## src/rtl/u8u2_pkg.sv

```systemverilog
`default_nettype none

package u8u2_pkg;

  // Byte classification masks and patterns
  localparam logic [7:0] ContMask   = 8'hC0;
  localparam logic [7:0] ContPat    = 8'h80;
  localparam logic [7:0] Lead2Mask  = 8'hE0;
  localparam logic [7:0] Lead2Pat   = 8'hC0;
  localparam logic [7:0] Lead3Mask  = 8'hF0;
  localparam logic [7:0] Lead3Pat   = 8'hE0;
  localparam logic [7:0] EndMarker  = 8'h00;

  // Payload masks
  localparam logic [7:0] Lead2Bits  = 8'h1F;
  localparam logic [7:0] Lead3Bits  = 8'h0F;
  localparam logic [7:0] ContBits   = 8'h3F;

  // Code unit emitted for the end marker
  localparam logic [15:0] SpaceUnit = 16'h0020;

  // Pending byte counts
  localparam logic [1:0] PendNone = 2'd0;
  localparam logic [1:0] PendLead = 2'd1;
  localparam logic [1:0] PendTwo  = 2'd2;

  // One decoded result from the decode stage
  typedef struct packed {
    logic        valid;
    logic [15:0] code_unit;
    logic        end_of_field;
  } result_t;

  function automatic logic is_cont(input logic [7:0] b);
    is_cont = (b & ContMask) == ContPat;
  endfunction

endpackage

`default_nettype wire

```

## src/rtl/utf8_to_ucs2_decoder_core.sv

```systemverilog
// Channel   Handshake              Payload
// input     in_valid_i/in_ready_o  text_byte_i[7:0]
// output    out_valid_o/out_ready_i code_unit_o[15:0], end_of_field_o
//
// One byte per cycle sustained while the output is not stalled; a byte passes
// the input register, then is decoded into the result register.
// Decode resolves each byte combinationally against up to two pending bytes.
// Bytes that complete nothing produce no result but leave only on a free output.
// Reset clears the pending bytes and both valid flags.
// A stalled output holds its result; the input register does not drain into
// it, so at most one further byte is taken while a result waits.
`default_nettype none

module utf8_to_ucs2_decoder_core (
  input  wire logic        clk_i,
  input  wire logic        rst_ni,
  input  wire logic        in_valid_i,
  output logic             in_ready_o,
  input  wire logic [7:0]  text_byte_i,
  output logic             out_valid_o,
  input  wire logic        out_ready_i,
  output logic [15:0]      code_unit_o,
  output logic             end_of_field_o
);

  logic       s1_valid_q, s1_valid_d;
  logic [7:0] byte_q;
  logic       out_free;
  logic       s1_go;
  logic       in_xfer;
  u8u2_pkg::result_t res;

  // Input register control
  assign s1_go      = s1_valid_q && out_free;
  assign in_ready_o = !s1_valid_q || out_free;
  assign in_xfer    = in_valid_i && in_ready_o;

  always_comb begin
    s1_valid_d = s1_valid_q;
    if (in_xfer) begin
      s1_valid_d = 1'b1;
    end else if (s1_go) begin
      s1_valid_d = 1'b0;
    end
  end

  always_ff @(posedge clk_i or negedge rst_ni) begin
    if (!rst_ni) begin
      s1_valid_q <= 1'b0;
    end else begin
      s1_valid_q <= s1_valid_d;
    end
  end

  always_ff @(posedge clk_i) begin
    if (in_xfer) begin
      byte_q <= text_byte_i;
    end
  end

  // Decode against pending bytes
  u8u2_decode u_decode (
    .clk_i  (clk_i),
    .rst_ni (rst_ni),
    .byte_i (byte_q),
    .step_i (s1_go),
    .res_o  (res)
  );

  // Result register
  u8u2_out_reg u_out (
    .clk_i          (clk_i),
    .rst_ni         (rst_ni),
    .load_i         (s1_go),
    .res_i          (res),
    .out_ready_i    (out_ready_i),
    .out_valid_o    (out_valid_o),
    .code_unit_o    (code_unit_o),
    .end_of_field_o (end_of_field_o),
    .free_o         (out_free)
  );

endmodule

`default_nettype wire

```

## src/rtl/u8u2_decode.sv

```systemverilog
`default_nettype none

module u8u2_decode (
  input  wire logic              clk_i,
  input  wire logic              rst_ni,
  input  wire logic [7:0]        byte_i,
  input  wire logic              step_i,
  output u8u2_pkg::result_t      res_o
);

  logic [7:0] lead_q, lead_d;
  logic [7:0] cont_q, cont_d;
  logic [1:0] count_q, count_d;

  // Resolve the byte against the pending bytes
  always_comb begin
    res_o   = '0;
    lead_d  = lead_q;
    cont_d  = cont_q;
    count_d = count_q;
    if ((count_q == u8u2_pkg::PendLead) && u8u2_pkg::is_cont(byte_i)) begin
      if ((lead_q & u8u2_pkg::Lead2Mask) == u8u2_pkg::Lead2Pat) begin
        res_o.valid     = 1'b1;
        res_o.code_unit = {5'd0, lead_q[4:0], byte_i[5:0]};
        count_d         = u8u2_pkg::PendNone;
      end else begin
        cont_d  = byte_i;
        count_d = u8u2_pkg::PendTwo;
      end
    end else if ((count_q == u8u2_pkg::PendTwo) && u8u2_pkg::is_cont(byte_i)) begin
      res_o.valid     = 1'b1;
      res_o.code_unit = {lead_q[3:0], cont_q[5:0], byte_i[5:0]};
      count_d         = u8u2_pkg::PendNone;
    end else begin
      // nothing pending or broken sequence: decode as a fresh byte
      count_d = u8u2_pkg::PendNone;
      if (byte_i == u8u2_pkg::EndMarker) begin
        res_o.valid        = 1'b1;
        res_o.code_unit    = u8u2_pkg::SpaceUnit;
        res_o.end_of_field = 1'b1;
      end else if (!byte_i[7]) begin
        res_o.valid     = 1'b1;
        res_o.code_unit = {8'd0, byte_i};
      end else if (((byte_i & u8u2_pkg::Lead2Mask) == u8u2_pkg::Lead2Pat) ||
                   ((byte_i & u8u2_pkg::Lead3Mask) == u8u2_pkg::Lead3Pat)) begin
        lead_d  = byte_i;
        count_d = u8u2_pkg::PendLead;
      end
    end
  end

  // Pending state advances only when the byte is consumed
  always_ff @(posedge clk_i or negedge rst_ni) begin
    if (!rst_ni) begin
      lead_q  <= '0;
      cont_q  <= '0;
      count_q <= u8u2_pkg::PendNone;
    end else if (step_i) begin
      lead_q  <= lead_d;
      cont_q  <= cont_d;
      count_q <= count_d;
    end
  end

endmodule

`default_nettype wire

```

## src/rtl/u8u2_out_reg.sv

```systemverilog
`default_nettype none

module u8u2_out_reg (
  input  wire logic              clk_i,
  input  wire logic              rst_ni,
  input  wire logic              load_i,
  input  wire u8u2_pkg::result_t res_i,
  input  wire logic              out_ready_i,
  output logic                   out_valid_o,
  output logic [15:0]            code_unit_o,
  output logic                   end_of_field_o,
  output logic                   free_o
);

  logic        valid_q, valid_d;
  logic [15:0] code_q;
  logic        eof_q;
  logic        take;

  // Register may take a new result when empty or being drained
  assign free_o = !valid_q || out_ready_i;
  assign take   = load_i && res_i.valid;

  always_comb begin
    valid_d = valid_q;
    if (take) begin
      valid_d = 1'b1;
    end else if (out_ready_i) begin
      valid_d = 1'b0;
    end
  end

  always_ff @(posedge clk_i or negedge rst_ni) begin
    if (!rst_ni) begin
      valid_q <= 1'b0;
    end else begin
      valid_q <= valid_d;
    end
  end

  // Payload, no reset
  always_ff @(posedge clk_i) begin
    if (take) begin
      code_q <= res_i.code_unit;
      eof_q  <= res_i.end_of_field;
    end
  end

  assign out_valid_o    = valid_q;
  assign code_unit_o    = code_q;
  assign end_of_field_o = eof_q;

endmodule

`default_nettype wire

```

## config.mk

```make
export PLATFORM = sky130hd
export DESIGN_NAME = utf8_to_ucs2_decoder_core
export DESIGN_NICKNAME = d
export VERILOG_FILES = /design/src/rtl/u8u2_pkg.sv /design/src/rtl/utf8_to_ucs2_decoder_core.sv /design/src/rtl/u8u2_decode.sv /design/src/rtl/u8u2_out_reg.sv
export SDC_FILE = /design/constraint.sdc
export NUM_CORES = 1
export LEC_CHECK = 0
export BUFFER_PORTS_ARGS = -buffer_cell sky130_fd_sc_hd__buf_2
export CAP_MARGIN = 25
export CORE_ASPECT_RATIO = 1.25
export CORE_UTILIZATION = 54
export DETAILED_ROUTE_END_ITERATION = 6
export GPL_TIMING_DRIVEN = 0
export HOLD_SLACK_MARGIN = 0.12
export PLACE_DENSITY = 0.82
export SLEW_MARGIN = 20
export SYNTH_ARGS = -nofsm -noshare
export SYNTH_HDL_FRONTEND = slang
export SYNTH_SLANG_ARGS = --single-unit
```

## constraint.sdc

```tcl
create_clock -name clk_i -period 2.94 [get_ports clk_i]
set_input_delay 0.441 -clock clk_i [delete_from_list [all_inputs] [get_ports clk_i]]
set_output_delay 0.441 -clock clk_i [all_outputs]
set_load 0.05 [all_outputs]
```

==> results.tsv, run 1 <==
stage	metric	value	unit
clocking	TritonCTS clock tree	built	
logic_synthesis	post-synth top area cell	edfxtp_1	
timing	fmax	0.4015	GHz
timing	setup violation total in the final timing report	0	
critical_path	Worst EP required	2.93	ns
clocking	CTS Root Buffer Type	clkbuf_4	
logic_synthesis	post-synthesis async set-or-reset flop share	41.86	%
timing	final setup TNS	0	ns
timing	final-report max-slew violation count	0	
critical_path	startpoint types	flop	
die	number of core rows	22	
critical_path	largest incremental delay on the critical path	0.77	ns
die	area inside the core boundary	2973	µm²
pwr	static leakage	0.0008261	µW
clocking	CTS H-Tree Depth	2	
grt	via count of the first global-routing pass	945	
clocking	clock-pin slew on the worst setup and hold paths	0.12	ns
job	# Max-Cap Violations	0	
route	total routed wirelength	2686	µm
pwr	clock network fraction of design power	22.5	%
grt	Remaining Overflow, GRT	0	
hold_path	Hold/Removal Path Class	in -> reg	
pwr	internal power	952.2	µW
grt	global-route usage over all layers	18.92	%
logic_synthesis	most common cell in the netlist	edfxtp_1	
logic_synthesis	count of warnings emitted by yosys	0	
route	DR vias/cell	5.497	
cells_and_area	layout overhead on the synthesized area	15.73	%
logic_synthesis	Mean Syn Cell Area	16.84	µm²
pwr	Combinational Power Share	17.6	%
logic_synthesis	Post-Synthesis Cells	102	
timing	final period utilization	84.72	%
placement	detailed placement HPWL	1906	µm
die	boundary pin count	31	
logic_synthesis	sequential element share of the synthesized area	69.92	%
placement	buffers added on ports	30	
route	post-detailed-route wirelength per cell	15.18	µm
clocking	number of sinks driven by the clock tree	43	
logic_synthesis	nets in the synthesized netlist	114	
pwr	net switching component of the power	365.7	µW
logic_synthesis	top post-synthesis cells by area	edfxtp_1, dfrtp_1, mux2_4	
critical_path	largest fanout of any net on the critical path	17	
route	antenna viol nets, final	0	
timing	RSZ-0062 raised after global routing	false	
critical_path	worst setup path startpoint	byte_q[6]	
route	DRT iter0 DRCs	31	
timing	transition time at the pin with the least slew margin	0.8462	ns
die	Die Area	3412	µm²
route	router iterations before antenna repair	4	
cells_and_area	final core utilization	66.88	%
clocking	clock insertion delay at the later pin of the skew report	0.35	ns
timing	Fin. Hold Viols	0	
clocking	total clock buffers created by CTS	5	
cells_and_area	FILL cells	229	
critical_path	worst-path cell with the longest stage delay	nor2b_2	
cells_and_area	multi-input logic area	508.0	µm²
logic_synthesis	share of Yosys cell area claimed by the top area cell type	43.70	%
run_status	run status	finished clean	
logic_synthesis	Seq cells post-synth	43	
grt	antenna violations before repair	0	
logic_synthesis	Synth top cells by count	edfxtp_1, dfrtp_1, and2_1	
die	Die X-Extent	52.45	µm
critical_path	critical-path cell list	or3b_2 -> o221ai_2 -> nor2b_2	
critical_path	source of the worst register-to-register timing path	byte_q[6]	
cells_and_area	fraction of layout instances using a drive strength above 1	41.13	%
hold_path	hold_sp	text_byte_i[6]	
timing	Slew Limit Headroom	43.33	%
critical_path	buffers plus inverters on the worst setup path	0	
critical_path	Worst Path Arrival	2.48	ns
placement	RePlAce Congestion	0.7758	
grt	first-pass GRT wire length	4340	µm
pwr	Worst VDD drop	0.4476	mV
clocking	number of buffers between clock root and the deepest sink	2	
logic_synthesis	post-synthesis cell type count	24	
logic_synthesis	number of enable flip-flop cells after synthesis	25	
die	Die H	65.06	µm
cells_and_area	finished layout cell area	1988	µm²
logic_synthesis	leading register cell type out of synthesis	edfxtp_1	
logic_synthesis	netlist area before placement	1718	µm²
critical_path	WS Path Type	reg -> reg	
clocking	Resized Gates After CTS	0	
cells_and_area	area taken by flip-flops and latches	1201	µm²
critical_path	critical path endpoint category	flop	
grt	maximum number of pins on one net before global-route repair	19	
timing	maximum clock skew at final layout	0.005254	ns
critical_path	cell class contributing the biggest share of worst-path delay	simple AND/OR/NAND/NOR gates	
cells_and_area	Antenna diodes	0	
route	vias after detailed routing	973	
die	Initial Utilization	57.79	%
pwr	power density of the placed cells	662.8	nW/µm²
cells_and_area	fin nets	152	
timing	shortest clock period the worst path allows after layout	2.491	ns
pwr	Net Sw Frac	27.75	%
placement	cell area after placement	1916	µm²
route	DRC	0	
clocking	Post-CTS Setup Bufs	0	
pwr	relative contribution of sequential cells to total power	59.9	%
[cells by family (layout without fill, tap and decap cells)]
group	Yosys count	count (layout)	synth area share [%]
xor gates and xnor gates	1	1	0.5099
muxes	12	12	9.177
and+or+nand+nor	33	33	13.33
buffers and inverters	1	40	0.6555
DFF	43	43	69.92
AOI/OAI and AO/OA	12	12	6.408
[routing by layer]
metal | wire length (µm) | global-route usage (%)
met3 | 133 | 7.981
met2 | 1417 | 29.75
met1 | 1101 | 21.81
met4 | 35 | 9.211
met5 | 0 | 0
[state kept, by name (all words and copies together), names as in the netlist]
register / count
byte_q: 8
s1_valid_q: 1
u_decode.cont_q: 6
u_decode.count_q: 2
u_decode.lead_q: 8
u_out.code_unit_o: 16
u_out.end_of_field_o: 1
u_out.out_valid_o: 1
[worst register-to-register path, cell delays in order, from the launching register on]
cell and delay (ns):
edfxtp_1 0.53, or3b_2 0.51, o221ai_2 0.32, nor2b_2 0.77
[power by group through the flow]
stage / combinational [µW] / sequential, µW / clock [µW]
final: 231 / 790 / 297
after global routing: 247 / 801 / 331
after CTS: 234 / 788 / 302
after detailed placement: 233 / 802 / 0
after global placement: 224 / 792 / 0
after floorplan: 126 / 842 / 0
[area by class of cell]
cell class / instances / area share, %
plain buffers: 1 / 0.5664
clock buffers: 6 / 2.580
clock inverters: 2 / 0.5664
multi-input cells: 58 / 25.55
flip-flops and latches: 43 / 60.42
well taps: 36 / 2.266
repair buffers: 31 / 8.055
[per-stage QoR]
| step | power, µW | cells | setup WS, ns | hold WS (ns) |
|---|---|---|---|---|
| after floorplan | 968.2 | 102 | 0.5610 | 0.1454 |
| after global placement | 1016 | 168 | 0.1371 | 0.3846 |
| after detailed placement | 1035 | 168 | 0.4710 | 0.3995 |
| after CTS | 1325 | 177 | 0.4493 | 0.2443 |
| after global routing | 1379 | 177 | 0.3599 | 0.2273 |
| final | 1318 | 177 | 0.4493 | 0.2511 |
[placed cells by master (no fill, tap or decap)]
cell type	count
nor2b_1	1
buf_6	1
nor3b_2	1
nor2b_2	1
mux2_4	6
clkinvlp_4	1
nand4bb_1	2
clkbuf_8	1
and2_1	12
clkinv_1	1
dlygate4sd3_1	1
nand2b_1	5
edfxtp_1	25
a21bo_2	3
nand2_1	2
nand4_2	1
or4_1	2
clkbuf_4	5
dfrtp_1	18
o21ai_0	1
nand3b_1	2
o221ai_2	1
a221o_1	1
a22o_1	4
o21a_1	2
xnor2_1	1
or3b_2	1
and3b_1	1
mux2_2	6
buf_2	30
nor2_1	2
[repair_timing]
action,in CTS,in global routing
setup endpoints to repair,0,0
hold buffers,1,0
hold endpoints to repair,18,0
[worst paths after layout]
| path | end | slack, ns | cells past startpoint |
|---|---|---|---|
| setup / recovery | u_out.code_unit_o[5] | 0.45 | 3 |
| hold / removal | byte_q[6] | 0.25 | 1 |
| setup reg to reg | u_out.code_unit_o[5] | 0.45 | 3 |
| hold reg to reg | u_decode.lead_q[6] | 0.50 | 1 |
| max in group asynchronous | u_decode.count_q[1] | 2.10 | 2 |
| min in group asynchronous | u_decode.lead_q[3] | 0.54 | 2 |
Note: power is estimated with default switching activity, not from simulation.
==> inputs of run 2 (changes only) <==
--- a/config.mk
+++ b/config.mk
@@ -8,11 +8,11 @@
 export BUFFER_PORTS_ARGS = -buffer_cell sky130_fd_sc_hd__buf_2
 export CAP_MARGIN = 25
 export CORE_ASPECT_RATIO = 1.25
-export CORE_UTILIZATION = 54
+export CORE_UTILIZATION = 49
 export DETAILED_ROUTE_END_ITERATION = 6
 export GPL_TIMING_DRIVEN = 0
 export HOLD_SLACK_MARGIN = 0.12
-export PLACE_DENSITY = 0.82
+export PLACE_DENSITY = 0.78
 export SLEW_MARGIN = 20
 export SYNTH_ARGS = -nofsm -noshare
 export SYNTH_HDL_FRONTEND = slang
==> constraint.sdc (replaced) <==
create_clock -name clk_i -period 2.11 [get_ports clk_i]
set_input_delay 0.3165 -clock clk_i [delete_from_list [all_inputs] [get_ports clk_i]]
set_output_delay 0.3165 -clock clk_i [all_outputs]
set_load 0.05 [all_outputs]
==> run 2 against run 1 <==
Non-clock buffer count increased by 1. Critical path type unchanged. Register-to-register slack lost 0.32 ns. Via count fell by 2.5%. Die area is 9.8% higher. Largest cell class unchanged.
==> results.tsv, run 2 (synthesized netlist as in run 1, its figures left out) <==
stage	metric	value	unit	change
run_status	run status	finished clean		unchanged
clocking	total clock buffers created by CTS	5		unchanged
timing	RSZ-0062 raised after global routing	false		unchanged
job	# Max-Cap Violations	0		unchanged
cells_and_area	FILL cells	261		was 229
route	DRC	0		unchanged
grt	via count of the first global-routing pass	931		was 945
timing	fmax	0.5044	GHz	was 0.4015 GHz
timing	final period utilization	93.96	%	was 84.72%
placement	RePlAce Congestion	0.7389		was 0.7758
critical_path	largest incremental delay on the critical path	0.49	ns	was 0.77 ns
grt	first-pass GRT wire length	4222	µm	was 4340 µm
critical_path	buffers plus inverters on the worst setup path	1		was 0
route	total routed wirelength	2596	µm	was 2686 µm
critical_path	critical-path cell list	or3b_2 -> o221ai_2 -> nor2b_4 -> buf_12		was or3b_2 -> o221ai_2 -> nor2b_2
placement	detailed placement HPWL	1827	µm	was 1906 µm
clocking	CTS Root Buffer Type	clkbuf_8		was clkbuf_4
timing	setup violation total in the final timing report	0		unchanged
critical_path	startpoint types	flop		unchanged
clocking	number of buffers between clock root and the deepest sink	2		unchanged
route	vias after detailed routing	949		was 973
grt	global-route usage over all layers	17.06	%	was 18.92%
clocking	TritonCTS clock tree	built		unchanged
cells_and_area	Largest register FFs	16		unchanged
timing	final-report max-slew violation count	0		unchanged
critical_path	critical path endpoint category	flop		unchanged
hold_path	Hold/Removal Path Class	in -> reg		unchanged
timing	Fin. Hold Viols	0		unchanged
cells_and_area	layout overhead on the synthesized area	18.35	%	was 15.73%
timing	shortest clock period the worst path allows after layout	1.983	ns	was 2.491 ns
timing	Slew Limit Headroom	62.43	%	was 43.33%
timing	transition time at the pin with the least slew margin	0.5611	ns	was 0.8462 ns
cells_and_area	final core utilization	61.98	%	was 66.88%
clocking	number of sinks driven by the clock tree	43		unchanged
cells_and_area	Antenna diodes	0		unchanged
die	Initial Utilization	52.36	%	was 57.79%
route	DRT iter0 DRCs	28		was 31
critical_path	worst-path cell with the longest stage delay	edfxtp_1		was nor2b_2
critical_path	largest fanout of any net on the critical path	17		unchanged
cells_and_area	fraction of layout instances using a drive strength above 1	40.85	%	was 41.13%
critical_path	Worst Path Arrival	1.99	ns	was 2.48 ns
cells_and_area	commonest cells after routing, fill and taps aside	buf_2, edfxtp_1, dfrtp_1, and2_1		unchanged
critical_path	Worst EP required	2.11	ns	was 2.93 ns
die	boundary pin count	31		unchanged
critical_path	WS Path Type	reg -> reg		unchanged
die	Die X-Extent	54.96	µm	was 52.45 µm
critical_path	cell class contributing the biggest share of worst-path delay	simple AND/OR/NAND/NOR gates		unchanged
clocking	CTS H-Tree Depth	2		unchanged
die	area inside the core boundary	3281	µm²	was 2973 µm²
cells_and_area	most frequent standard cell in the layout excluding fill and tap cells	buf_2		unchanged
route	post-detailed-route wirelength per cell	14.50	µm	was 15.18 µm
grt	Remaining Overflow, GRT	0		unchanged
pwr	Worst VDD drop	0.6272	mV	was 0.4476 mV
timing	final setup TNS	0	ns	unchanged
grt	maximum number of pins on one net before global-route repair	19		unchanged
die	Die Area	3748	µm²	was 3412 µm²
die	number of core rows	23		was 22
route	router iterations before antenna repair	4		unchanged
clocking	clock insertion delay at the later pin of the skew report	0.29	ns	was 0.35 ns
route	DR vias/cell	5.302		was 5.497
die	Die H	68.20	µm	was 65.06 µm
route	antenna viol nets, final	0		unchanged
pwr	power density of the placed cells	935.9	nW/µm²	was 662.8 nW/µm²
pwr	static leakage	0.0008493	µW	was 0.0008261 µW
grt	antenna violations before repair	0		unchanged
clocking	clock-pin slew on the worst setup and hold paths	0.07	ns	was 0.12 ns
cells_and_area	fin nets	153		was 152
timing	maximum clock skew at final layout	0.002507	ns	was 0.005254 ns
placement	buffers added on ports	30		unchanged
==> run 2: cell types whose count changed in the layout (fill, tap and decap cells not counted) <==
cell	before	now
buf_12	0	1
clkbuf_1	0	2
clkbuf_4	5	0
clkbuf_8	1	5
clkinv_1	1	0
clkinv_2	0	1
clkinvlp_4	1	0
nor2b_2	1	0
nor2b_4	0	1
==> run 2: metrics by stage <==
| stage | total power, µW | instances | hold WS [ns] | worst slack, ns | area, µm² |
|---|---|---|---|---|---|
| after floorplan | 1350 | 102 | 0.02091 | 0.02988 | 1720 |
| after global placement | 1416 | 169 | 0.2593 | -0.2731 | 1917 |
| after detailed placement | 1435 | 169 | 0.2758 | -0.3257 | 1917 |
| after CTS | 1921 | 179 | 0.1911 | 0.1248 | 2033 |
| after global routing | 1993 | 179 | 0.1865 | 0.03389 | 2033 |
| final | 1903 | 179 | 0.2022 | 0.1274 | 2033 |
==> run 2: cell type report <==
class	instances	area, µm²	area share [%]
plain buffers	1	11.26	0.5538
clock buffers	7	76.32	3.754
clock inverters	1	5.005	0.2462
multi-input cells	58	513.0	25.23
flip-flops and latches	43	1201	59.08
well taps	37	46.29	2.277
repair buffers	32	180.2	8.862
==> run 2: routing by layer <==
metal,vias to the layer above,GRT usage [%],part of all wire (%)
met2,30,28.46,51
met4,0,9.688,2.7
met1,453,18.22,41
met3,7,6.000,5.2
li1,459,-,-
met5,-,0,0
==> run 2: where the power goes <==
part | internal (µW) | leakage (µW) | total [µW] | switching [µW]
Clock | 232 | 0.0000422 | 477 | 245
Sequential | 1020 | 0.000458 | 1090 | 73.0
Combinational | 158 | 0.000349 | 333 | 176
Total | 1410 | 0.000849 | 1900 | 494
==> run 2: timing repair <==
| item | CTS | global route |
|---|---|---|
| hold buffers | 1 | 0 |
| setup endpoints to repair | 17 | 0 |
| buffers inserted | 1 | 0 |
| gates resized for setup | 1 | 0 |
| hold endpoints to repair | 18 | 0 |
==> run 2: final timing paths <==
kind | start | end | slack, ns | depth (start not counted)
setup reg to reg | byte_q[6] | u_out.code_unit_o[2] | 0.13 | 4
hold reg to reg | u_decode.lead_q[7] | u_decode.lead_q[7] | 0.49 | 1
setup / recovery | byte_q[6] | u_out.code_unit_o[2] | 0.13 | 4
max in group asynchronous | rst_ni | u_decode.lead_q[2] | 1.33 | 2
hold / removal | text_byte_i[7] | byte_q[7] | 0.20 | 1
min in group asynchronous | rst_ni | u_decode.cont_q[4] | 0.49 | 2
==> inputs of run 3 (changes only) <==
--- a/config.mk
+++ b/config.mk
@@ -13,6 +13,7 @@
 export GPL_TIMING_DRIVEN = 0
 export HOLD_SLACK_MARGIN = 0.12
 export PLACE_DENSITY = 0.78
+export SETUP_SLACK_MARGIN = 0.5
 export SLEW_MARGIN = 20
 export SYNTH_ARGS = -nofsm -noshare
 export SYNTH_HDL_FRONTEND = slang
==> run 3 against run 2 <==
Via count increased by 1.5%. Global-route usage up 0.70 points. Clock power rose by 8.6%. Sequential power is essentially flat. Routed wire length is 3.5% higher. Die area is the same. Critical endpoint is now u_out.code_unit_o[0]. Largest power group unchanged.
==> results.tsv, run 3 (synthesized netlist as in run 1, its figures left out) <==
stage	metric	value	unit	change
cells_and_area	FILL cells	254		was 261
timing	Fin. Hold Viols	0		unchanged
critical_path	Worst R2R End	u_out.code_unit_o[0]		was u_out.code_unit_o[2]
grt	Remaining Overflow, GRT	0		unchanged
placement	RePlAce Congestion	0.7653		was 0.7389
pwr	static leakage	0.0008712	µW	was 0.0008493 µW
clocking	clock-pin slew on the worst setup and hold paths	0.07	ns	about the same
cells_and_area	fin nets	156		was 153
clocking	clock insertion delay at the later pin of the skew report	0.29	ns	about the same
critical_path	Worst Path Arrival	1.67	ns	was 1.99 ns
cells_and_area	final cell count without fillers	182		was 179
timing	maximum clock skew at final layout	0.004217	ns	was 0.002507 ns
timing	RSZ-0062 raised after global routing	true		was false
hold_path	capture endpoint of the worst hold path	byte_q[0]		was byte_q[7]
critical_path	critical path endpoint category	flop		unchanged
clocking	total clock buffers created by CTS	5		unchanged
route	router iterations before antenna repair	4		unchanged
route	vias after detailed routing	963		was 949
cells_and_area	Largest register FFs	16		unchanged
route	total routed wirelength	2687	µm	was 2596 µm
route	Met3 Routed Length	171	µm	was 136 µm
job	# Max-Cap Violations	0		unchanged
route	DRT iter0 DRCs	16		was 28
grt	antenna violations before repair	0		unchanged
die	area inside the core boundary	3281	µm²	unchanged
route	DR top layer	met4		unchanged
route	antenna viol nets, final	0		unchanged
route	DR vias/cell	5.291		was 5.302
cells_and_area	layout overhead on the synthesized area	21.41	%	was 18.35%
timing	Slew Limit Headroom	63.71	%	was 62.43%
grt	via count of the first global-routing pass	955		was 931
timing	shortest clock period the worst path allows after layout	1.665	ns	was 1.983 ns
die	Die H	68.20	µm	unchanged
critical_path	largest fanout of any net on the critical path	17		unchanged
cells_and_area	Antenna diodes	0		unchanged
critical_path	Register-to-Register Setup Slack	0.44	ns	was 0.13 ns
critical_path	number of cells on the worst reg-to-reg path	4		unchanged
critical_path	source of the worst register-to-register timing path	byte_q[6]		unchanged
pwr	post-layout power	1961	µW	was 1903 µW
cells_and_area	most frequent standard cell in the layout excluding fill and tap cells	buf_2		unchanged
timing	setup violation total in the final timing report	0		unchanged
clocking	TritonCTS clock tree	built		unchanged
clocking	number of sinks driven by the clock tree	43		unchanged
clocking	Resized Gates After CTS	0		was 1
timing	fmax	0.6006	GHz	was 0.5044 GHz
die	Initial Utilization	52.36	%	unchanged
placement	buffers added on ports	30		unchanged
route	DRC	0		unchanged
route	post-detailed-route wirelength per cell	14.76	µm	was 14.50 µm
clocking	CTS Root Buffer Type	clkbuf_8		unchanged
hold_path	Hold/Removal Path Class	in -> reg		unchanged
route	wire length on met2	1374	µm	was 1334 µm
cells_and_area	commonest cells after routing, fill and taps aside	buf_2, edfxtp_1, dfrtp_1, and2_1		unchanged
die	Die Area	3748	µm²	unchanged
placement	placed instance count	169		unchanged
timing	final setup TNS	0	ns	unchanged
timing	final period utilization	78.91	%	was 93.96%
grt	maximum number of pins on one net before global-route repair	19		unchanged
hold_path	cell depth of the worst hold path	1		unchanged
die	boundary pin count	31		unchanged
cells_and_area	fraction of layout instances using a drive strength above 1	44.14	%	was 40.85%
grt	first-pass GRT wire length	4512	µm	was 4222 µm
die	number of core rows	23		unchanged
timing	transition time at the pin with the least slew margin	0.5420	ns	was 0.5611 ns
route	routed length on met1	1091	µm	was 1054 µm
critical_path	startpoint types	flop		unchanged
clocking	CTS H-Tree Depth	2		unchanged
clocking	number of buffers between clock root and the deepest sink	2		unchanged
die	Die X-Extent	54.96	µm	unchanged
critical_path	Worst EP required	2.12	ns	was 2.11 ns
pwr	Worst VDD drop	0.5824	mV	was 0.6272 mV
run_status	run status	finished clean		unchanged
grt	global-route usage over all layers	17.76	%	was 17.06%
pwr	power density of the placed cells	940.4	nW/µm²	was 935.9 nW/µm²
hold_path	hold_sp	text_byte_i[0]		was text_byte_i[7]
critical_path	WS Path Type	reg -> reg		unchanged
timing	final-report max-slew violation count	0		unchanged
placement	detailed placement HPWL	1887	µm	was 1827 µm
-- run 3: critical path, cell delays in order, from the launching register on --
cell      delay [ns]
edfxtp_1        0.44
or3b_4          0.41
o221ai_4        0.18
nor2b_4         0.20
buf_12          0.15
-- run 3: metal layers --
| layer | GRT usage, % | vias to the layer above |
|---|---|---|
| met5 | 0 | - |
| met4 | 7.813 | 0 |
| met1 | 20.33 | 455 |
| met3 | 6.222 | 6 |
| li1 | - | 468 |
| met2 | 29.37 | 34 |
-- run 3: final cells by class --
type / count / area [µm²] / share of cell area, %
repair buffers: 35 / 202.7 / 9.718
plain buffers: 1 / 11.26 / 0.5399
well taps: 37 / 46.29 / 2.220
clock buffers: 6 / 82.58 / 3.959
flip-flops and latches: 43 / 1202 / 57.65
multi-input cells: 58 / 529.3 / 25.37
clock inverters: 2 / 11.26 / 0.5399
-- run 3: metrics by stage --
step                      setup slack, ns  cell area [µm²]  hold WS, ns  utilization, %
after floorplan                    0.2994             1743      0.02091               -
after global placement             0.1466             1939       0.2563           59.12
after detailed placement          0.07265             1939       0.2632           59.12
after CTS                          0.4667             2086       0.1918           63.58
after global routing               0.3808             2086       0.1855           63.58
final                              0.4450             2086       0.2006           63.58
-- run 3: how the worst max path moves through the flow --
stage	startpoint	end	slack, ns	cells past startpoint
after CTS	byte_q[6]	u_out.code_unit_o[6]	0.47	4
after floorplan	byte_q[6]	u_out.code_unit_o[0]	0.30	3
after global routing	byte_q[6]	u_out.code_unit_o[6]	0.38	4
after detailed placement	byte_q[6]	u_out.code_unit_o[15]	0.07	3
final	byte_q[6]	u_out.code_unit_o[0]	0.44	4
after global placement	byte_q[6]	u_out.code_unit_o[9]	0.15	3
-- run 3: power by group --
part / total, µW / internal [µW] / switching (µW)
Combinational: 345 / 166 / 179
Clock: 518 / 261 / 257
Sequential: 1100 / 1020 / 78.2
-- run 3: repair_timing --
item                                    in CTS  in global routing
hold endpoints to repair                    18                  0
hold buffers                                 1                  0
endpoints found under the setup margin      23                 28
pin swaps                                    2                  0
setup buffers                                4                  0
